File: src/rtl/format_spec_validator_assert.svh
// Assertion macros shared by the format string checker.
`ifndef FORMAT_SPEC_VALIDATOR_ASSERT_SVH
`define FORMAT_SPEC_VALIDATOR_ASSERT_SVH

// Same-cycle implication, held off while reset is applied.
`define FSV_ASSERT_IMP(lbl, ante, cons, msg) \
  lbl: assert property (@(posedge clk) disable iff (!rst_n) (ante) |-> (cons)) \
    else $error(msg);

// Next-cycle implication, held off while reset is applied.
`define FSV_ASSERT_NXT(lbl, ante, cons, msg) \
  lbl: assert property (@(posedge clk) disable iff (!rst_n) (ante) |=> (cons)) \
    else $error(msg);

`endif

File: src/rtl/fsv_pkg.sv
// Package with the parser state codes, character constants and shared types.
`timescale 1ns / 1ps
package fsv_pkg;

  localparam logic [3:0] ST_START        = 4'd0;
  localparam logic [3:0] ST_PERCENT      = 4'd1;
  localparam logic [3:0] ST_FLAG         = 4'd2;
  localparam logic [3:0] ST_WIDTH        = 4'd3;
  localparam logic [3:0] ST_WIDTH_DIGITS = 4'd4;
  localparam logic [3:0] ST_DOT          = 4'd5;
  localparam logic [3:0] ST_PRECISION    = 4'd6;
  localparam logic [3:0] ST_LONG         = 4'd7;
  localparam logic [3:0] ST_LONG_LONG    = 4'd8;
  localparam logic [3:0] ST_TYPE         = 4'd9;

  localparam logic [6:0] F_MINUS = 7'h01;
  localparam logic [6:0] F_PLUS  = 7'h02;
  localparam logic [6:0] F_SPACE = 7'h04;
  localparam logic [6:0] F_ZERO  = 7'h08;
  localparam logic [6:0] F_HASH  = 7'h10;
  localparam logic [6:0] F_COMMA = 7'h20;
  localparam logic [6:0] F_BANG  = 7'h40;

  localparam logic [1:0] W_NONE   = 2'd0;
  localparam logic [1:0] W_DIGITS = 2'd1;
  localparam logic [1:0] W_STAR   = 2'd2;

  localparam logic [1:0] L_DEFAULT   = 2'd0;
  localparam logic [1:0] L_LONG_LONG = 2'd2;

  localparam logic [1:0] FIN_PENDING = 2'd0;
  localparam logic [1:0] FIN_OK      = 2'd1;
  localparam logic [1:0] FIN_ERROR   = 2'd2;

  localparam logic [2:0] K_INT  = 3'd0;
  localparam logic [2:0] K_LONG = 3'd1;
  localparam logic [2:0] K_REAL = 3'd2;
  localparam logic [2:0] K_TEXT = 3'd3;
  localparam logic [2:0] K_DONE = 3'd4;
  localparam logic [2:0] K_ERR  = 3'd5;

  localparam logic [3:0] E_NONE        = 4'd0;
  localparam logic [3:0] E_DUP_FLAG    = 4'd1;
  localparam logic [3:0] E_PLUS_SPACE  = 4'd2;
  localparam logic [3:0] E_WIDTH       = 4'd3;
  localparam logic [3:0] E_LONE_L      = 4'd4;
  localparam logic [3:0] E_LL_BANG     = 4'd5;
  localparam logic [3:0] E_BANNED      = 4'd6;
  localparam logic [3:0] E_UNKNOWN     = 4'd7;
  localparam logic [3:0] E_BAD_FLAGS   = 4'd8;
  localparam logic [3:0] E_BAD_LENGTH  = 4'd9;
  localparam logic [3:0] E_INCOMPLETE  = 4'd10;

  localparam logic [7:0] CH_NUL     = 8'h00;
  localparam logic [7:0] CH_PERCENT = 8'h25;
  localparam logic [7:0] CH_STAR    = 8'h2A;
  localparam logic [7:0] CH_DOT     = 8'h2E;
  localparam logic [7:0] CH_L       = 8'h6C;
  localparam logic [7:0] CH_0       = 8'h30;
  localparam logic [7:0] CH_9       = 8'h39;

  typedef struct packed {
    logic [3:0] pst;
    logic [6:0] flags;
    logic [1:0] wk;
    logic [1:0] lk;
    logic [1:0] fin;
  } fsv_state_t;

  typedef struct packed {
    logic       valid;
    logic [2:0] kind;
    logic [3:0] code;
  } fsv_res_t;

  function automatic logic [6:0] flag_bit(input logic [7:0] c);
    logic [6:0] f;
    case (c)
      8'h2D:   f = F_MINUS;
      8'h2B:   f = F_PLUS;
      8'h20:   f = F_SPACE;
      8'h30:   f = F_ZERO;
      8'h23:   f = F_HASH;
      8'h2C:   f = F_COMMA;
      8'h21:   f = F_BANG;
      default: f = 7'h00;
    endcase
    return f;
  endfunction

  function automatic logic is_digit(input logic [7:0] c);
    return (c >= CH_0) && (c <= CH_9);
  endfunction

endpackage

File: src/rtl/fsv_step.sv
// Next-state and result logic for one format string byte.
`timescale 1ns / 1ps
module fsv_step import fsv_pkg::*; (
  input  fsv_state_t state_i,
  input  logic [7:0] ch_i,
  input  logic       new_string_i,
  output fsv_state_t state_o,
  output fsv_res_t   res_o
);

  fsv_state_t cur;
  fsv_state_t nxt;
  fsv_res_t   res;
  logic [6:0] fb;
  logic       go_flag;
  logic       go_width;
  logic       go_dot;
  logic       go_long;
  logic       go_type;
  logic [6:0] allowed;
  logic       length_ok;
  logic [2:0] kind;
  logic [2:0] int_kind;
  logic       banned;
  logic       unknown;

  assign fb = flag_bit(ch_i);

  always_comb begin
    cur       = new_string_i ? '0 : state_i;
    nxt       = cur;
    res       = '0;
    go_flag   = 1'b0;
    go_width  = 1'b0;
    go_dot    = 1'b0;
    go_long   = 1'b0;
    go_type   = 1'b0;
    allowed   = F_MINUS;
    length_ok = 1'b0;
    kind      = K_INT;
    banned    = 1'b0;
    unknown   = 1'b0;
    int_kind  = K_INT;

    if (cur.fin == FIN_PENDING) begin
      if (ch_i == CH_NUL) begin
        res.valid = 1'b1;
        if (cur.pst == ST_START) begin
          res.kind = K_DONE;
          nxt.fin  = FIN_OK;
        end else begin
          res.kind = K_ERR;
          res.code = E_INCOMPLETE;
          nxt.fin  = FIN_ERROR;
        end
      end else begin
        if (cur.pst == ST_START || cur.pst > ST_TYPE) begin
          nxt.pst = (ch_i == CH_PERCENT) ? ST_PERCENT : ST_START;
        end

        if (cur.pst == ST_PERCENT) begin
          if (ch_i == CH_PERCENT) begin
            nxt.pst = ST_START;
          end else begin
            go_flag = 1'b1;
          end
        end

        if (cur.pst == ST_FLAG || go_flag) begin
          if (fb != 7'h00) begin
            if ((cur.flags & fb) != 7'h00) begin
              res     = '{1'b1, K_ERR, E_DUP_FLAG};
              nxt.fin = FIN_ERROR;
            end else if (((cur.flags & (F_PLUS | F_SPACE)) != 7'h00) &&
                         ((fb & (F_PLUS | F_SPACE)) != 7'h00)) begin
              res     = '{1'b1, K_ERR, E_PLUS_SPACE};
              nxt.fin = FIN_ERROR;
            end else begin
              nxt.flags = cur.flags | fb;
              nxt.pst   = ST_FLAG;
            end
          end else begin
            go_width = 1'b1;
          end
        end

        if (cur.pst == ST_WIDTH || go_width) begin
          if (is_digit(ch_i)) begin
            nxt.wk  = W_DIGITS;
            nxt.pst = ST_WIDTH_DIGITS;
          end else if (ch_i == CH_STAR) begin
            nxt.wk  = W_STAR;
            nxt.pst = ST_DOT;
            res     = '{1'b1, K_INT, E_NONE};
          end else if ((cur.flags & (F_MINUS | F_ZERO)) != 7'h00) begin
            res     = '{1'b1, K_ERR, E_WIDTH};
            nxt.fin = FIN_ERROR;
          end else begin
            nxt.wk = W_NONE;
            go_dot = 1'b1;
          end
        end

        if (cur.pst == ST_WIDTH_DIGITS) begin
          if (!is_digit(ch_i)) begin
            go_dot = 1'b1;
          end
        end

        if (cur.pst == ST_DOT || go_dot) begin
          if (ch_i == CH_DOT) begin
            nxt.pst = ST_PRECISION;
          end else begin
            go_long = 1'b1;
          end
        end

        if (cur.pst == ST_PRECISION) begin
          if (!is_digit(ch_i)) begin
            go_long = 1'b1;
          end
        end

        if (cur.pst == ST_LONG || go_long) begin
          if (ch_i == CH_L) begin
            nxt.pst = ST_LONG_LONG;
          end else begin
            nxt.lk  = L_DEFAULT;
            go_type = 1'b1;
          end
        end

        if (cur.pst == ST_LONG_LONG) begin
          if (ch_i != CH_L) begin
            res     = '{1'b1, K_ERR, E_LONE_L};
            nxt.fin = FIN_ERROR;
          end else if ((cur.flags & F_BANG) != 7'h00) begin
            res     = '{1'b1, K_ERR, E_LL_BANG};
            nxt.fin = FIN_ERROR;
          end else begin
            nxt.lk  = L_LONG_LONG;
            nxt.pst = ST_TYPE;
          end
        end

        if (cur.pst == ST_TYPE || go_type) begin
          int_kind = (nxt.lk == L_LONG_LONG) ? K_LONG : K_INT;
          case (ch_i) inside
            8'h64, 8'h69: begin
              length_ok = 1'b1;
              allowed   = F_MINUS | F_PLUS | F_SPACE | F_ZERO | F_COMMA;
              kind      = int_kind;
            end
            8'h75: begin
              length_ok = 1'b1;
              allowed   = F_MINUS | F_ZERO;
              kind      = int_kind;
            end
            8'h66, 8'h65, 8'h45, 8'h67, 8'h47: begin
              allowed = F_MINUS | F_ZERO | F_BANG | F_HASH;
              kind    = K_REAL;
            end
            8'h78, 8'h58, 8'h6F: begin
              length_ok = 1'b1;
              allowed   = F_MINUS | F_ZERO | F_HASH;
              kind      = int_kind;
            end
            8'h73: begin
              allowed = F_MINUS | F_BANG;
              kind    = K_TEXT;
            end
            8'h63, 8'h7A, 8'h70, 8'h6E, 8'h71, 8'h51, 8'h77: begin
              banned = 1'b1;
            end
            default: begin
              unknown = 1'b1;
            end
          endcase
          if (banned) begin
            res     = '{1'b1, K_ERR, E_BANNED};
            nxt.fin = FIN_ERROR;
          end else if (unknown) begin
            res     = '{1'b1, K_ERR, E_UNKNOWN};
            nxt.fin = FIN_ERROR;
          end else if ((cur.flags | allowed) != allowed) begin
            res     = '{1'b1, K_ERR, E_BAD_FLAGS};
            nxt.fin = FIN_ERROR;
          end else if (nxt.lk != L_DEFAULT && !length_ok) begin
            res     = '{1'b1, K_ERR, E_BAD_LENGTH};
            nxt.fin = FIN_ERROR;
          end else begin
            res       = '{1'b1, kind, E_NONE};
            nxt.pst   = ST_START;
            nxt.flags = 7'h00;
            nxt.wk    = W_NONE;
            nxt.lk    = L_DEFAULT;
          end
        end
      end
    end
    state_o = nxt;
    res_o   = res;
  end

endmodule

File: src/rtl/format_spec_validator.sv
// A result beat is registered and appears on the output in the cycle after its input beat is taken.
// Throughput: one format byte per cycle while in_tready is high; the parser next state is registered in state_r.
// The input stays ready while the output register is empty or being drained.
// Reset (synchronous, rst_n low) returns the parser to the start state, pending,
// with no flags, width or length, and empties the output register.
`timescale 1ns / 1ps
module format_spec_validator import fsv_pkg::*; (
  input  logic       clk,
  input  logic       rst_n,
  input  logic       in_tvalid,
  output logic       in_tready,
  input  logic [7:0] in_tdata,  // [7:0] format_char
  input  logic       in_tuser,  // [0] new_string
  output logic       out_tvalid,
  input  logic       out_tready,
  output logic [7:0] out_tdata, // [3:0] error_code, [7:4] zero
  output logic [2:0] out_tuser  // [2:0] arg_kind
);

`include "format_spec_validator_assert.svh"

  fsv_state_t state_r;
  fsv_state_t state_nxt;
  fsv_res_t   res;
  logic       out_valid_r;
  logic       out_valid_nxt;
  logic [2:0] kind_r;
  logic [3:0] code_r;
  logic       in_fire;

  assign in_tready = !out_valid_r || out_tready;
  assign in_fire   = in_tvalid && in_tready;

  fsv_step u_step (
    .state_i      (state_r),
    .ch_i         (in_tdata),
    .new_string_i (in_tuser),
    .state_o      (state_nxt),
    .res_o        (res)
  );

  always_comb begin
    out_valid_nxt = out_valid_r && !out_tready;
    if (in_fire) begin
      out_valid_nxt = res.valid;
    end
  end

  always_ff @(posedge clk) begin
    if (!rst_n) begin
      state_r     <= '0;
      out_valid_r <= 1'b0;
    end else begin
      out_valid_r <= out_valid_nxt;
      if (in_fire) begin
        state_r <= state_nxt;
      end
    end
  end

  always_ff @(posedge clk) begin
    if (in_fire && res.valid) begin
      kind_r <= res.kind;
      code_r <= res.code;
    end
  end

  assign out_tvalid = out_valid_r;
  assign out_tdata  = {4'b0000, code_r};
  assign out_tuser  = kind_r;

  `FSV_ASSERT_IMP(a_code_only_on_error, out_tvalid && (out_tuser != K_ERR),
    out_tdata[3:0] == E_NONE, "error code set on a non-error result")
  `FSV_ASSERT_IMP(a_final_sets_finished,
    out_tvalid && (out_tuser == K_DONE || out_tuser == K_ERR),
    state_r.fin != FIN_PENDING, "final result without finished state")
  `FSV_ASSERT_NXT(a_silent_after_finish,
    in_fire && !in_tuser && (state_r.fin != FIN_PENDING),
    !out_tvalid && $stable(state_r), "beat after finish produced output")

endmodule
File: config.mk
export PLATFORM = sky130hd
export DESIGN_NAME = format_spec_validator
export DESIGN_NICKNAME = d
export VERILOG_FILES = /design/src/rtl/fsv_pkg.sv /design/src/rtl/fsv_step.sv /design/src/rtl/format_spec_validator.sv
export VERILOG_INCLUDE_DIRS = /design/src /design/src/rtl
export SDC_FILE = /design/constraint.sdc
export NUM_CORES = 1
export LEC_CHECK = 0
export ABC_CLOCK_PERIOD_IN_PS = 4050
export BUFFER_PORTS_ARGS = -buffer_cell sky130_fd_sc_hd__buf_2
export CAP_MARGIN = 10
export CORE_MARGIN = 3
export CORE_UTILIZATION = 45
export DETAILED_ROUTE_END_ITERATION = 16
export GPL_ROUTABILITY_DRIVEN = 0
export SYNTH_ARGS = -nofsm -noshare
export SYNTH_HDL_FRONTEND = slang
export SYNTH_SLANG_ARGS = --single-unit
File: constraint.sdc
create_clock -name clk -period 4.05 [get_ports clk]
set_clock_uncertainty 0.05 [all_clocks]
set_input_delay 0.2025 -clock clk [delete_from_list [all_inputs] [get_ports clk]]
set_output_delay 0.2025 -clock clk [all_outputs]
set_load 0.01 [all_outputs]
==> impl.org, run 1 <==
** Floorplanning
- In this run the horizontal extent of the chip is 78.03 um.
- 26 I/O pins were placed.
- Measured along the y axis, the die boundary spans 78.03 um.
- The die covers 6089 um2.
- Starting density of the core :: 0.4785
- The total area inside the core boundary comes to 4880 um2.
- In this run the core area contains 25 standard-cell rows.

** Timing
- Of the available clock period, the critical path in the final layout requires 0.6961.
- At the pin with the least slew margin, the transition time is 0.6108 ns.
- The worst path in the final design needs a cycle of 2.819 ns, including I/O delays and setup.
- Setup slack closes at 1.231 ns.
- Total count of max-transition violations in the final report :: 0
- Rel. slew slack :: 0.5897
- Final number of setup-violating endpoints :: 0
- Adding up every negative setup slack in the final design gives 0 ns.
- The final-report hold violation count came to 0.
- Setup repair after global routing left no endpoint under its margin.
- Peak clock frequency supported by timing :: 354.7 MHz

** Setup path
- Largest fanout on the critical path :: 12
- STA classifies the critical path startpoint as a flop.
- Worst setup path endpoint :: code_r[0]
- Data arrives at the worst endpoint at 2.85 ns.
- The worst register-to-register path begins at state_r[14].
- End of the worst register-to-register path :: code_r[0]
- Setup CP Type :: flop to flop
- The critical path starts at state_r[14].
- For flop-to-flop paths, the worst setup slack is 1.23 ns.
- Measured in cells, the most critical reg-to-reg path has a length of 7.
- At the worst endpoint, the required time is 4.08 ns.
- The worst setup path is captured at a flop.

** Detailed routing
- Average vias per placed instance :: 6.603
- For this block, the initial DRC count from the detailed router was 252.
- Total Routed Length :: 6.624 mm
- Count of TritonRoute iterations in the first routing pass :: 5
- After detailed routing, the number of remaining DRC violations is 0.
- ANT nets after route :: 0
- The detailed router placed 2430 vias in this run.
- Dividing the detail-routed wire length by the instance count gives 18.00 um.

** Status
- Result of the run :: complete, no violations

** Clocking
- No sink is reached through more buffers than the 2 on the longest clock path.
- Deepest level of the CTS H-tree :: 1
- For the worst-skew pair, the clock arrives at the later sink with an insertion delay of 0.27 ns.
- CTS buffer count :: 3
- Number of buffers added to fix hold violations after cts :: 0
- After clock tree synthesis, the repair step resized 0 gates.
- CTS Root Buffer Type :: sky130_fd_sc_hd__clkbuf_8
- Post-CTS clock slew at the launch and capture registers of the worst setup and hold paths :: 0.09 ns
- The number of setup buffers added after CTS is 0.
- TritonCTS built the clock tree.
- Count of clock tree sinks :: 23

** Yosys
- EDFF count, synth :: 7
- The cell count after synthesis came out at 295.
- The cell area that synthesis handed to floorplanning was 2335 um2.
- Synthesis Warnings :: 0
- Share of flip-flops with an asynchronous set or reset after synthesis :: 0
- The synthesized design contains 23 register bits.
- Dominant synthesized flop cell :: sky130_fd_sc_hd__dfxtp_1
- Synthesized area per cell :: 7.914 um2
- Number of unique standard cell types used by synthesis :: 83
- Register area share after synthesis :: 0.2272

** Finish
- The area growth from synthesis to layout is 5.145%.
- Nets :: 315
- The number of antenna diodes in the final layout is 0.
- Post-route cell area :: 2455 um2
- Fraction of layout instances using a drive strength above 1 :: 0.1794

** Placed design
- Worst slack at placement :: 1.046 ns
- Final HPWL DP :: 4.866 mm
- Once placement finished, the instance area stood at 2409 um2.
- Port Buffer Count :: 21

** GRT
- Maximum number of pins on one net before global-route repair :: 32
- Global-route wire length before repair :: 11.01 mm
- Number of antenna violations at the first check in global routing :: 0
- For this run, the total global-route usage over all layers was measured as 0.2239.
- The number of global-route vias before repair is 2135.
- Global routing finished with a remaining overflow of 0.

** Pwr
- Dividing total power by cell area gives a power density of 189.1 nW/um2.
- The analysis attributes to cell leakage a power of 0.0008463 uW.
- VDD sags by at most 0.0001214 V.

** Job
- Max-Cap Viols :: 0

** Hold path
- Tightest Hold Check Type :: input port to flop
worst min path at each step:
stage | end | cells after the start | startpoint
after floorplan | out_tvalid | 2 | in_tvalid
after CTS | out_tvalid | 3 | in_tvalid
after global placement | state_r[2] | 2 | state_r[2]
after global routing | out_tvalid | 3 | in_tvalid
after detailed placement | state_r[2] | 2 | state_r[2]
final | out_tvalid | 3 | in_tvalid
registers in the layout, summed over array words and instances, names as in the netlist:
register and cells:
out_tuser 3, out_tvalid 1, state_r 15, code_r 4
Yosys cell counts (2+ instances only):
master | count | area [um2]
sky130_fd_sc_hd__a21oi_1 | 14 | 70.07
sky130_fd_sc_hd__nand4bb_1 | 2 | 22.52
sky130_fd_sc_hd__a2111oi_2 | 4 | 60.06
sky130_fd_sc_hd__edfxtp_1 | 7 | 210.2
sky130_fd_sc_hd__o21bai_1 | 4 | 30.03
sky130_fd_sc_hd__o32a_1 | 3 | 30.03
sky130_fd_sc_hd__and3_1 | 8 | 50.05
sky130_fd_sc_hd__inv_1 | 8 | 30.03
sky130_fd_sc_hd__or3_1 | 5 | 31.28
sky130_fd_sc_hd__nand4_1 | 2 | 12.51
sky130_fd_sc_hd__buf_6 | 2 | 22.52
sky130_fd_sc_hd__nand2b_1 | 8 | 50.05
sky130_fd_sc_hd__clkbuf_1 | 6 | 22.52
sky130_fd_sc_hd__nor3_1 | 6 | 30.03
sky130_fd_sc_hd__nand4b_1 | 4 | 35.03
sky130_fd_sc_hd__a21o_1 | 2 | 15.01
sky130_fd_sc_hd__a31oi_1 | 5 | 31.28
sky130_fd_sc_hd__nand2_1 | 24 | 90.09
sky130_fd_sc_hd__nor2b_1 | 4 | 25.02
sky130_fd_sc_hd__nand3_1 | 12 | 60.06
sky130_fd_sc_hd__o2bb2ai_1 | 3 | 26.28
sky130_fd_sc_hd__and2_1 | 7 | 43.79
sky130_fd_sc_hd__or2_1 | 2 | 12.51
sky130_fd_sc_hd__o21ai_0 | 12 | 60.06
sky130_fd_sc_hd__or4b_1 | 3 | 30.03
sky130_fd_sc_hd__o21ai_2 | 2 | 17.52
sky130_fd_sc_hd__o21ai_1 | 5 | 25.02
sky130_fd_sc_hd__mux2i_1 | 2 | 20.02
sky130_fd_sc_hd__nor2_1 | 25 | 93.84
sky130_fd_sc_hd__buf_2 | 7 | 35.03
sky130_fd_sc_hd__dfxtp_1 | 16 | 320.3
sky130_fd_sc_hd__a211oi_1 | 3 | 22.52
sky130_fd_sc_hd__a21boi_1 | 2 | 15.01
sky130_fd_sc_hd__nand3b_1 | 4 | 30.03
sky130_fd_sc_hd__buf_4 | 5 | 37.54
sky130_fd_sc_hd__o22ai_1 | 5 | 31.28
sky130_fd_sc_hd__o211ai_1 | 7 | 52.55
sky130_fd_sc_hd__or2_2 | 3 | 18.77
sky130_fd_sc_hd__nor4_1 | 7 | 43.79
sky130_fd_sc_hd__o32ai_1 | 2 | 17.52
per-layer routing:
metal | wire [um] | track usage
met2 | 2873 | 0.3339
met5 | 0 | 0
met4 | 213 | 0.06643
met1 | 2899 | 0.3146
met3 | 637 | 0.06193
critical path, cell delays in order (launching register included):
cell	delay, ns
sky130_fd_sc_hd__dfxtp_1	0.42
sky130_fd_sc_hd__nor3_1	0.55
sky130_fd_sc_hd__nand3b_1	0.30
sky130_fd_sc_hd__nor3_2	0.38
sky130_fd_sc_hd__o21ai_2	0.14
sky130_fd_sc_hd__a21oi_1	0.32
sky130_fd_sc_hd__a41oi_1	0.19
sky130_fd_sc_hd__o22ai_1	0.27
cells by family after synthesis:
kind of cell / count (synthesis) / share of synthesized area
simple gates: 140 / 0.3649
compound gates: 97 / 0.3221
buf+inv: 30 / 0.06698
flops: 23 / 0.2272
mux: 3 / 0.01340
xor+xnor: 1 / 0.003752
other cells: 1 / 0.001606
power by group:
| group | internal (uW) | total (uW) | switching, uW | leakage [uW] |
|---|---|---|---|---|
| Sequential | 236 | 236 | 0.0797 | 0.000192 |
| Clock | 68.7 | 144 | 75.1 | 0.0000255 |
| Combinational | 26.3 | 84.7 | 58.4 | 0.000629 |
cells in the final DEF, fill, tap and decap left out, types with 8 or more instances in the layout:
cell type,instances
sky130_fd_sc_hd__buf_2,21
sky130_fd_sc_hd__nand2_1,24
sky130_fd_sc_hd__nor2_1,25
sky130_fd_sc_hd__nand2b_1,8
sky130_fd_sc_hd__inv_1,8
sky130_fd_sc_hd__dfxtp_1,16
sky130_fd_sc_hd__nand3_1,12
sky130_fd_sc_hd__a21oi_1,14
sky130_fd_sc_hd__and3_1,8
sky130_fd_sc_hd__o21ai_0,12
per-stage QoR:
stage / power, uW / util / hold slack, ns / cells
6_report: 464.3 / 0.5031 / 0.1557 / 368
3_5_place_dp: 324.2 / 0.4936 / 0.3959 / 364
5_1_grt: 485.2 / 0.5031 / 0.1817 / 368
4_1_cts: 468.3 / 0.5031 / 0.1492 / 368
3_3_place_gp: 323.9 / 0.4936 / 0.3947 / 364
2_1_floorplan: 305.7 / - / 0.3036 / 298
layout make-up:
type | count | area, um2
Multi-Input combinational cell | 245 | 1659
Tap cell | 67 | 83.83
Fill cell | 519 | 2425
Clock buffer | 3 | 41.29
Clock inverter | 1 | 5.005
Timing Repair Buffer | 21 | 105.1
Sequential cell | 23 | 530.5
Inverter | 8 | 30.03
Note: power is estimated with default switching activity, not from simulation.
==> inputs of run 2 (changes only) <==
--- a/config.mk
+++ b/config.mk
@@ -6,7 +6,7 @@
 export SDC_FILE = /design/constraint.sdc
 export NUM_CORES = 1
 export LEC_CHECK = 0
-export ABC_CLOCK_PERIOD_IN_PS = 4050
+export ABC_CLOCK_PERIOD_IN_PS = 2600
 export BUFFER_PORTS_ARGS = -buffer_cell sky130_fd_sc_hd__buf_2
 export CAP_MARGIN = 10
 export CORE_MARGIN = 3
==> constraint.sdc (replaced) <==
create_clock -name clk -period 2.6 [get_ports clk]
set_clock_uncertainty 0.05 [all_clocks]
set_input_delay 0.13 -clock clk [delete_from_list [all_inputs] [get_ports clk]]
set_output_delay 0.13 -clock clk [all_outputs]
set_load 0.01 [all_outputs]
==> run 2 against run 1 <==
  * Design area is 13% higher
  * Non-clock buffer count rose by 42
  * Final cell count is 11% higher
  * Clock power up 61%
  * Global-route usage increased by 0.80 points
  * Via count increased by 4.8%
  * Sequential share of layout area is 2.6 points lower
  * Register-to-register slack lost 1.1 ns
  * Worst hold slack got worse by 0.083 ns
  * Combinational power increased by 82%
==> impl.org, run 2 (synthesis results as in run 1) <==
** Status
- Result of the run :: complete, no violations

** Clocking
- CTS buffer count :: 3
- CTS max path bufs :: 2
- Post-CTS setup buffer count :: 0
- The tree is rooted in a sky130_fd_sc_hd__clkbuf_8.
- In this run the number of H-tree levels came out at 1.
- Clock-pin slew was measured on the worst setup and hold paths at 0.09 ns.
- Clock tree from TritonCTS :: done
- The tree built by TritonCTS fans out to 23 sinks.
- The clock reaches the later pin of the worst-skew pair after 0.27 ns.

** Pwr
- Total power :: 752.9 uW
- Cell internal power was estimated by the tool at 533.8 uW.
- Power spread over the standard cell area amounts to 270.3 nW/um2.
- Sw frac :: 0.2910
- Worst IR Drop VDD :: 0.0001962 V
- In this run the static leakage power is 0.001057 uW.
- Clock power share :: 0.308
- Switching Power :: 219.1 uW
- Sequential cell fraction of total power :: 0.488
- Of the total power, combinational logic draws 0.205.

** Finish
- Counting flops per register, the top entry is state_r.
- Flip-flop count of the largest register after layout :: 15
- Relative to the synthesized area, the layout overhead comes to 19.29%.
- Nets :: 357
- After filler insertion, the fill cell instance count of the layout stands at 475.
- 0 antenna diodes ended up in the layout.
- Leaving out fill and tap cells, the most frequent cell in the layout is sky130_fd_sc_hd__buf_4.
- Fraction of layout instances using a drive strength above 1 :: 0.2828
- Leading cell types in the layout, fill and taps excluded :: sky130_fd_sc_hd__buf_4 (41), sky130_fd_sc_hd__nor2_1 (24), sky130_fd_sc_hd__nand2_1 (24)

** Detailed routing
- Via count :: 2547
- Top layer used by detailed routing :: met4
- Average vias per placed instance :: 6.212
- Post-detailed-route wirelength per cell :: 16.96 um
- For this run, design rule violations remaining after detail routing come to 0.
- DR iter-0 viols :: 269
- ANT nets after route :: 0
- Summed over all nets, wire length on met2 after detailed routing comes to 3.253 mm.
- Detailed routing placed a total of 436 um of wire on met3.
- The first detailed-routing pass took 5 iterations.
- The final layout contains routed wiring with a total length of 6.955 mm.
- Total routed wire length on the met1 layer :: 3.163 mm

** GRT
- For this run, the total global-route usage over all layers was measured as 0.2319.
- Vias in the first global route :: 2236
- The number of antenna violations at the first check in global routing came to 0.
- The total overflow left after global routing is 0.
- The first global-routing pass estimated 11.41 mm of wire.
- Entering global routing, the biggest net connects 20 pins.

** Timing
- Of the available clock period, the critical path in the final layout requires 0.9327.
- Setup repair after global routing left no endpoint under its margin.
- Slew at the pin closest to its max-slew limit :: 0.6086 ns
- Headroom to the max-slew limit came out at 0.5900.
- The final-report hold violation count came to 0.
- Setup violations remaining at the end of the flow were counted as 0.
- The routed design could run at a clock period as short as 2.425 ns.
- Based on the critical path, the design can be clocked at up to 412.4 MHz.
- Setup tns final :: 0 ns
- Total count of max-transition violations in the final report :: 0

** Floorplanning
- From left edge to right edge, the die measures 78.03 um.
- The floorplan step set the die height to 78.03 um.
- Overall die area :: 6089 um2
- Number of top-level pins :: 26
- Number of placement rows :: 25
- Total core area :: 4880 um2
- For this configuration, the core starts out at a cell density of 0.4785.

** Hold path
- The path class of the tightest hold or removal check is input port to flop.
- The worst hold path begins at in_tvalid.

** Setup path
- Tracing the worst setup path back leads to its startpoint at state_r[8].
- Data on the critical path is required at its endpoint by 2.49 ns.
- Endpoint kind of the worst setup timing path :: flop
- Data arrives at the worst endpoint at 2.31 ns.
- Largest fanout on the critical path :: 7
- STA classifies the critical path startpoint as a flop.
- Startpoint of the worst register-to-register path :: state_r[8]
- The critical path in this run is classified as flop to flop.

** Job
- Max-Cap Viols :: 0

** Placed design
- Port Buffer Count :: 21
- Final HPWL DP :: 5.414 mm
-- run 2: changes by cell type in the layout (fill, tap and decap cells not counted), sizes merged --
| cell | change |
|---|---|
| buf | +42 |
-- run 2: per-layer routing --
metal | GRT usage | vias to the layer above
met5 | 0 | -
met4 | 0.04196 | 0
met3 | 0.03440 | 9
met2 | 0.3699 | 92
met1 | 0.3350 | 1214
li1 | - | 1232
-- run 2: worst paths after layout --
check,endpoint,slack (ns),cells after the start
max reg2reg,out_tuser[1],0.18,6
min reg2reg,state_r[2],0.42,2
min,out_tvalid,0.07,3
max,out_tuser[1],0.18,6
-- run 2: final cells by class --
type | count | area (um2) | share of cell area
Clock inverter | 1 | 5.005 | 0.001797
Timing Repair Buffer | 63 | 432.9 | 0.1554
Inverter | 8 | 30.03 | 0.01078
Sequential cell | 23 | 530.5 | 0.1905
Clock buffer | 3 | 41.29 | 0.01482
Multi-Input combinational cell | 245 | 1662 | 0.5966
Tap cell | 67 | 83.83 | 0.03010
-- run 2: critical path, stage by stage (launching register included) --
cell                        delay, ns
sky130_fd_sc_hd__dfxtp_1         0.34
sky130_fd_sc_hd__or4b_1          0.46
sky130_fd_sc_hd__a2111oi_2       0.48
sky130_fd_sc_hd__a2111oi_2       0.11
sky130_fd_sc_hd__o32ai_1         0.18
sky130_fd_sc_hd__nor4_1          0.15
sky130_fd_sc_hd__nor2_2          0.31
-- run 2: power groups by stage --
stage / logic [uW] / registers [uW] / clock network [uW]
2_1_floorplan: 100 / 376 / 0
3_3_place_gp: 151 / 376 / 0
3_5_place_dp: 152 / 376 / 0
4_1_cts: 153 / 367 / 239
5_1_grt: 170 / 367 / 249
6_report: 154 / 367 / 232
-- run 2: per-stage QoR --
step	util	std cells	area [um2]	setup WS, ns	hold WS [ns]
finish	0.5708	410	2785	0.1750	0.07257
global route	0.5708	410	2785	0.002101	0.07353
CTS	0.5708	410	2785	0.1604	0.06441
detailed placement	0.5608	406	2736	0.01473	0.3677
global placement	0.5608	406	2736	0.03927	0.3574
floorplan	-	298	2346	0.1743	0.2311
-- run 2: timing repair --
action / 4_1_cts / 5_1_grt
resized for setup: 1 / 0
setup endpoints to repair: 7 / 7
hold buffers: 0 / 0
pin swaps: 0 / 1
